`src/rtl/core/frsd_pkg.sv`:
```
`default_nettype none
package frsd_pkg;

    localparam int TPS_W  = 32;
    localparam int Q_BITS = 16;
    localparam int NUM_W  = 39;
    localparam int DEN_W  = 47;
    localparam int DIGITS = 4;
    localparam int BCD_W  = 4 * DIGITS;

    localparam logic [TPS_W-1:0] TPS_RESET = 32'd1000000;
    localparam logic [6:0]       RATE_SCALE = 7'd100;
    localparam logic [7:0]       SEG_DOT = 8'h80;

    localparam logic REG_TPS = 1'b0;

    typedef struct packed {
        logic             valid;
        logic             ovf;
        logic [NUM_W-1:0] rem;
        logic [DEN_W-1:0] den;
        logic [BCD_W-1:0] bcd;
    } cell_t;

    typedef struct packed {
        logic        valid;
        logic [23:0] low_word;
        logic [7:0]  high_word;
        logic        ovf;
    } seg_word_t;

endpackage
`default_nettype wire

```
`src/rtl/core/frame_rate_seven_segment_display_unit.sv`:
```
// channel   direction  payload                                         handshake
// s_        in         start_time[31:0], end_time[31:0]                s_valid / s_ready
// m_        out        low_digits_word[23:0], high_digit_word[7:0],    m_valid / m_ready
//                      rate_overflow
// apb       in/out     ticks_per_second at byte address 0              psel / penable / pready
//
// One request per cycle while s_ready is high; a result passes, in order, through
// two front stages (subtract and scale, saturation test) then sixteen division cells,
// one quotient bit and one BCD shift each, then the output register.
// A skid register behind the output register takes one result while m_ready is low;
// the pipeline and s_ready stall only while the skid register is full.
// Synchronous active-low reset empties the pipeline and loads ticks_per_second = 1000000.
`default_nettype none
module frame_rate_seven_segment_display_unit (
    input  wire logic        aclk,
    input  wire logic        aresetn,
    input  wire logic        s_valid,
    output logic             s_ready,
    input  wire logic [31:0] s_start_time,
    input  wire logic [31:0] s_end_time,
    output logic             m_valid,
    input  wire logic        m_ready,
    output logic [23:0]      m_low_digits_word,
    output logic [7:0]       m_high_digit_word,
    output logic             m_rate_overflow,
    input  wire logic        psel,
    input  wire logic        penable,
    input  wire logic        pwrite,
    input  wire logic [2:0]  paddr,
    input  wire logic [31:0] pwdata,
    output logic [31:0]      prdata,
    output logic             pready
);

    logic [31:0]          tps_reg;
    logic                 en;
    logic                 m_free;
    frsd_pkg::cell_t      chain [0:frsd_pkg::Q_BITS];
    frsd_pkg::seg_word_t  tail;
    frsd_pkg::seg_word_t  out_reg;
    frsd_pkg::seg_word_t  skid_reg;

    assign pready = 1'b1;
    assign prdata = (paddr[2] == frsd_pkg::REG_TPS) ? tps_reg : 32'b0;

    always_ff @(posedge aclk) begin
        if (!aresetn) begin
            tps_reg <= frsd_pkg::TPS_RESET;
        end else if (psel && penable && pwrite && pready && paddr[2] == frsd_pkg::REG_TPS) begin
            tps_reg <= pwdata;
        end
    end

    assign en      = !skid_reg.valid;
    assign s_ready = en;
    assign m_free  = !out_reg.valid || m_ready;

    frsd_front u_front (
        .aclk         (aclk),
        .aresetn      (aresetn),
        .en           (en),
        .s_valid      (s_valid),
        .s_start_time (s_start_time),
        .s_end_time   (s_end_time),
        .tps          (tps_reg),
        .cell_o       (chain[0])
    );

    for (genvar k = 0; k < frsd_pkg::Q_BITS; k++) begin : g_cell
        frsd_cell u_cell (
            .aclk    (aclk),
            .aresetn (aresetn),
            .en      (en),
            .cell_i  (chain[k]),
            .cell_o  (chain[k+1])
        );
    end

    frsd_seg u_seg (
        .cell_i (chain[frsd_pkg::Q_BITS]),
        .word_o (tail)
    );

    always_ff @(posedge aclk) begin
        if (!aresetn) begin
            out_reg.valid  <= 1'b0;
            skid_reg.valid <= 1'b0;
        end else if (skid_reg.valid) begin
            if (m_free) begin
                out_reg        <= skid_reg;
                skid_reg.valid <= 1'b0;
            end
        end else if (m_free) begin
            out_reg <= tail;
        end else if (tail.valid) begin
            skid_reg <= tail;
        end
    end

    assign m_valid           = out_reg.valid;
    assign m_low_digits_word = out_reg.low_word;
    assign m_high_digit_word = out_reg.high_word;
    assign m_rate_overflow   = out_reg.ovf;

endmodule
`default_nettype wire

```
`src/rtl/core/frsd_front.sv`:
```
`default_nettype none
module frsd_front (
    input  wire logic                     aclk,
    input  wire logic                     aresetn,
    input  wire logic                     en,
    input  wire logic                     s_valid,
    input  wire logic [31:0]              s_start_time,
    input  wire logic [31:0]              s_end_time,
    input  wire logic [31:0]              tps,
    output frsd_pkg::cell_t               cell_o
);

    logic                        a_valid_reg;
    logic [31:0]                 delta_reg;
    logic [frsd_pkg::NUM_W-1:0]  num_reg;
    logic [31:0]                 delta_next;
    logic [frsd_pkg::NUM_W-1:0]  num_next;
    frsd_pkg::cell_t             b_reg;
    frsd_pkg::cell_t             b_next;

    always_comb begin
        delta_next = s_end_time - s_start_time;
        num_next   = {7'b0, tps} * {32'b0, frsd_pkg::RATE_SCALE};
    end

    // saturate when the quotient would need a seventeenth bit, zero delta included
    always_comb begin
        b_next.valid = a_valid_reg;
        b_next.ovf   = {9'b0, num_reg} >= {delta_reg, 16'b0};
        b_next.rem   = num_reg;
        b_next.den   = {delta_reg, 15'b0};
        b_next.bcd   = '0;
    end

    always_ff @(posedge aclk) begin
        if (!aresetn) begin
            a_valid_reg <= 1'b0;
        end else if (en) begin
            a_valid_reg <= s_valid;
        end
    end

    always_ff @(posedge aclk) begin
        if (en) begin
            delta_reg <= delta_next;
            num_reg   <= num_next;
        end
    end

    always_ff @(posedge aclk) begin
        if (!aresetn) begin
            b_reg.valid <= 1'b0;
        end else if (en) begin
            b_reg <= b_next;
        end
    end

    assign cell_o = b_reg;

endmodule
`default_nettype wire

```
`src/rtl/core/frsd_cell.sv`:
```
`default_nettype none
module frsd_cell (
    input  wire logic             aclk,
    input  wire logic             aresetn,
    input  wire logic             en,
    input  wire frsd_pkg::cell_t  cell_i,
    output frsd_pkg::cell_t       cell_o
);

    frsd_pkg::cell_t               cell_reg;
    frsd_pkg::cell_t               cell_next;
    logic                          ge;
    logic                          qbit;
    logic [frsd_pkg::BCD_W-1:0]    adj;
    logic [3:0]                    d;

    always_comb begin
        ge   = {8'b0, cell_i.rem} >= cell_i.den;
        qbit = cell_i.ovf | ge;
        adj  = '0;
        for (int i = 0; i < frsd_pkg::DIGITS; i++) begin
            d = cell_i.bcd[4*i +: 4];
            adj[4*i +: 4] = (d >= 4'd5) ? d + 4'd3 : d;
        end
        cell_next     = cell_i;
        cell_next.den = cell_i.den >> 1;
        if (ge && !cell_i.ovf) begin
            cell_next.rem = cell_i.rem - cell_i.den[frsd_pkg::NUM_W-1:0];
        end
        // drop the ten-thousands carry
        cell_next.bcd = {adj[frsd_pkg::BCD_W-2:0], qbit};
    end

    always_ff @(posedge aclk) begin
        if (!aresetn) begin
            cell_reg.valid <= 1'b0;
        end else if (en) begin
            cell_reg <= cell_next;
        end
    end

    assign cell_o = cell_reg;

endmodule
`default_nettype wire

```
`src/rtl/core/frsd_seg.sv`:
```
`default_nettype none
module frsd_seg (
    input  wire frsd_pkg::cell_t  cell_i,
    output frsd_pkg::seg_word_t   word_o
);

    function automatic logic [7:0] seg_of(input logic [3:0] digit);
        logic [7:0] s;
        unique case (digit)
            4'd0:    s = 8'hC0;
            4'd1:    s = 8'hF9;
            4'd2:    s = 8'hA4;
            4'd3:    s = 8'hB0;
            4'd4:    s = 8'h99;
            4'd5:    s = 8'h92;
            4'd6:    s = 8'h82;
            4'd7:    s = 8'hF8;
            4'd8:    s = 8'h80;
            4'd9:    s = 8'h90;
            default: s = 8'hFF;
        endcase
        return s;
    endfunction

    logic [7:0] s0, s1, s2, s3;

    always_comb begin
        s0 = seg_of(cell_i.bcd[3:0])   | frsd_pkg::SEG_DOT;
        s1 = seg_of(cell_i.bcd[7:4])   | frsd_pkg::SEG_DOT;
        s2 = seg_of(cell_i.bcd[11:8])  & ~frsd_pkg::SEG_DOT;
        s3 = seg_of(cell_i.bcd[15:12]) | frsd_pkg::SEG_DOT;
        word_o.valid     = cell_i.valid;
        word_o.low_word  = {s2, s1, s0};
        word_o.high_word = s3;
        word_o.ovf       = cell_i.ovf;
    end

endmodule
`default_nettype wire

```
`config.mk`:
```
export PLATFORM = sky130hd
export DESIGN_NAME = frame_rate_seven_segment_display_unit
export DESIGN_NICKNAME = d
export VERILOG_FILES = /design/src/rtl/core/frsd_pkg.sv /design/src/rtl/core/frame_rate_seven_segment_display_unit.sv /design/src/rtl/core/frsd_front.sv /design/src/rtl/core/frsd_cell.sv /design/src/rtl/core/frsd_seg.sv
export SDC_FILE = /design/constraint.sdc
export NUM_CORES = 2
export LEC_CHECK = 0
export BUFFER_PORTS_ARGS = -buffer_cell sky130_fd_sc_hd__buf_2
export CELL_PAD_IN_SITES_DETAIL_PLACEMENT = 0
export CELL_PAD_IN_SITES_GLOBAL_PLACEMENT = 1
export CORE_ASPECT_RATIO = 1.5
export CORE_MARGIN = 1
export CORE_UTILIZATION = 38
export CTS_CLUSTER_SIZE = 14
export DETAILED_ROUTE_END_ITERATION = 12
export GPL_TIMING_DRIVEN = 0
export PLACE_DENSITY = 0.6
export RECOVER_POWER = 25
export SYNTH_ARGS = -nofsm -noshare
export SYNTH_HDL_FRONTEND = slang
export SYNTH_SLANG_ARGS = --single-unit
export TNS_END_PERCENT = 20
```
`constraint.sdc`:
```
create_clock -name aclk -period 65.5 [get_ports aclk]
set_clock_uncertainty 0.05 [all_clocks]
set_input_delay 9.825 -clock aclk [delete_from_list [all_inputs] [get_ports aclk]]
set_output_delay 9.825 -clock aclk [all_outputs]
set_load 0.005 [all_outputs]
```
==> results.cfg <==
[cells_and_area]
fill_cells = 20880
largest_reg_flops = 1228
area_delta_synth_final_pct = 12.86
multi_input_area_mm2 = 0.03689
nNetsFinal = 8757
seq_area_mm2 = 0.04391
drive_gt1_frac = 0.09378

[clocking]
cts_inserted_buffers = 167
clkTransAtPathRegs_ps = 60
cts_setup_buffers = 0
numClockSinks = 1489
cts_resized = 0
postCtsHoldBufs = 0
cts-root-buf = clkbuf_16
cts_htree_levels = 4
insertion_delay_ps = 830
cts_tree = yes
cts_buffer_depth = 4

[setup_path]
arrival_ps = 10950
r2r_setup_slack_ps = 59880
worstReg2RegStart = g_cell[13].u_cell.cell_o[73]$_DFFE_PP_
worst-path-max-fanout = 10
crit_path_end_kind = primary output
r2r.worst_path.cells = 12
worst_ep_required_time_ps = 55620
cp-start-kind = input pin
crit_type = input pin to primary output
rr_endpoint = g_cell[14].u_cell.cell_o[99]$_DFFE_PP_

[drt]
drt_pass1_iterations = 5
vias = 55530
viasPerCell = 5.075
ant_nets = 0
drc = 0
detailedRoute.firstIterationViolations = 2153
routed_wirelength_mm = 226.5
wl_per_cell_um = 20.70

[logic_synthesis]
async_flop_share = 0
synth_common_cells = edfxtp_1 (1409), inv_1 (874), ha_1 (720)
synth-seq-area-share = 0.5193
yosys_most_used_dff = edfxtp_1
avgSynthCellArea_um2 = 11.27
synth_seq_cells = 1489
yosysMostFrequentCell = edfxtp_1
ys_types = 88
syn_area_mm2 = 0.08456
synthCells = 7504
synth-edff-count = 1409
yosys.area.top_type_share = 0.5004
synth_top_area_cell = edfxtp_1
yosys_warnings = 0
yosys-top-cells-area = edfxtp_1 (50%), ha_1 (11%), inv_1 (3.9%), xnor2_1 (3.1%), mux2_2 (2.8%)

[run]
cap_violations = 0

[timing]
period_needed_ps = 20820
fin_setup_tns_ps = 0
worst_pin_slew_ps = 1261
finalSetupViolCount = 0
hold_viol_final = 0
slew_violations = 0
finalCritPeriodShare = 0.3179
rsz0062_at_grt = no
slew_headroom = 0.1522
holdWs_ps = 354.3
max_freq_ghz = 0.04802
fin_ws_ps = 44680

[floorplan]
pin_count = 174
die-area_mm2 = 0.2245
initial_core_util = 0.3831
die_x_um = 387.2
coreArea_mm2 = 0.2207
fp.dieH_um = 579.8
rows = 211

[placed_design]
preCtsSetupSlack_ps = 44600
place_congestion = 0.9378
portBuffers = 165
dp_hpwl_mm = 186.7

[power]
p_int_mw = 2.028
p_sw_frac = 0.2976
p_leak_nw = 39.97
combPwrFrac = 0.238
switching_power_mw = 0.8594
power.density_mw_per_mm2 = 30.26
ir_drop_uv = 17.89
p_seq_frac = 0.436
pwr-share-clk = 0.326

[global_routing]
grt_util_all_layers = 0.1992
grt_antenna_before_repair = 14
grt.overflow.total = 0
grt_pass1_vias = 58900
grt_pass1_wl_mm = 336.7
grt_max_degree = 71

[worst_hold_path]
whs_endpoint = g_cell[8].u_cell.cell_o[9]$_DFFE_PP_
min_path_cells = 0
holdCritPathClass = register to register
min-delay-start = g_cell[7].u_cell.cell_o[8]$_DFFE_PP_

[outcome]
status = complete, no violations
## metrics by stage
step             util  instances  power [mW]  instance area, µm²
2_1_floorplan       -       7507       1.800               84570
3_3_place_gp   0.4032      10550       2.039               89000
3_5_place_dp   0.4073      10590       1.971               89900
4_1_cts        0.4318      10880       2.930               95290
5_1_grt        0.4324      10940       3.039               95430
6_report       0.4324      10940       2.888               95440
## critical path, cell delays in order
cell      delay (ps)
buf_2            200
clkbuf_1         610
nor2b_1          140
buf_2            170
## cells by family (layout without fill, tap and decap cells)
| logic type | count (synthesis) | in the layout | synth area share |
|---|---|---|---|
| buffers and inverters | 1007 | 1508 | 0.04525 |
| and+or+nand+nor | 1682 | 1682 | 0.09591 |
| muxes | 336 | 336 | 0.04366 |
| other | 2 | 64 | 0.00008881 |
| adders and majority gates | 763 | 763 | 0.1167 |
| xor gates and xnor gates | 476 | 476 | 0.04930 |
| AOI/OAI and AO/OA | 1749 | 1749 | 0.1298 |
| DFF | 1489 | 1489 | 0.5193 |
## layout by cell type, fill, tap and decap left out, types with 69 or more instances in the layout
cell type,netlist,routed
mux2_2,214,214
edfxtp_1,1409,1409
nand3_1,100,100
nand2b_1,141,141
clkbuf_16,0,175
nor3_1,70,69
ha_1,720,720
o21a_1,86,86
inv_1,874,873
xnor2_1,301,299
nor2_1,328,327
a21oi_1,474,474
buf_2,16,183
mux2i_1,76,74
clkbuf_1,106,131
xor2_1,175,175
dfxtp_1,80,80
nor2b_1,103,102
nand2_1,623,623
o21ai_0,444,441
a21o_1,255,255
## power by group through the flow
stage	clock (mW)	sequential (mW)	combinational (mW)
2_1_floorplan	0	1.30	0.499
3_3_place_gp	0	1.36	0.677
3_5_place_dp	0	1.28	0.692
4_1_cts	0.974	1.26	0.696
5_1_grt	1.00	1.27	0.767
6_report	0.942	1.26	0.688
## worst max path at each step
stage / from / to / cells after the start
floorplan: aresetn / u_seg.word_o[18]$_DFF_P_ / 8
global placement: aresetn / u_seg.word_o[2]$_DFF_P_ / 8
detailed placement: paddr[2] / prdata[7] / 4
CTS: paddr[2] / prdata[7] / 4
global route: paddr[2] / prdata[4] / 4
finish: paddr[2] / prdata[4] / 4
## final cells by class
| class | count | area share |
|---|---|---|
| buffer | 132 | 0.005690 |
| inverter | 875 | 0.03444 |
| clock buffer | 202 | 0.04716 |
| sequential | 1489 | 0.4601 |
| clock inverter | 87 | 0.009295 |
| multi-input combinational | 5011 | 0.3866 |
| timing repair buffer | 212 | 0.01751 |
| tap | 2875 | 0.03769 |
| antenna | 59 | 0.001547 |
## per-layer routing
| metal | vias to the layer above | track usage | share of wire |
|---|---|---|---|
| met2 | 821 | 0.4333 | 0.61 |
| met3 | 535 | 0.02090 | 0.022 |
| met5 | - | 0 | 0 |
| met1 | 26280 | 0.1380 | 0.27 |
| met4 | 0 | 0.1823 | 0.099 |
| li1 | 27900 | - | - |
Note: power is estimated with default switching activity, not from simulation.
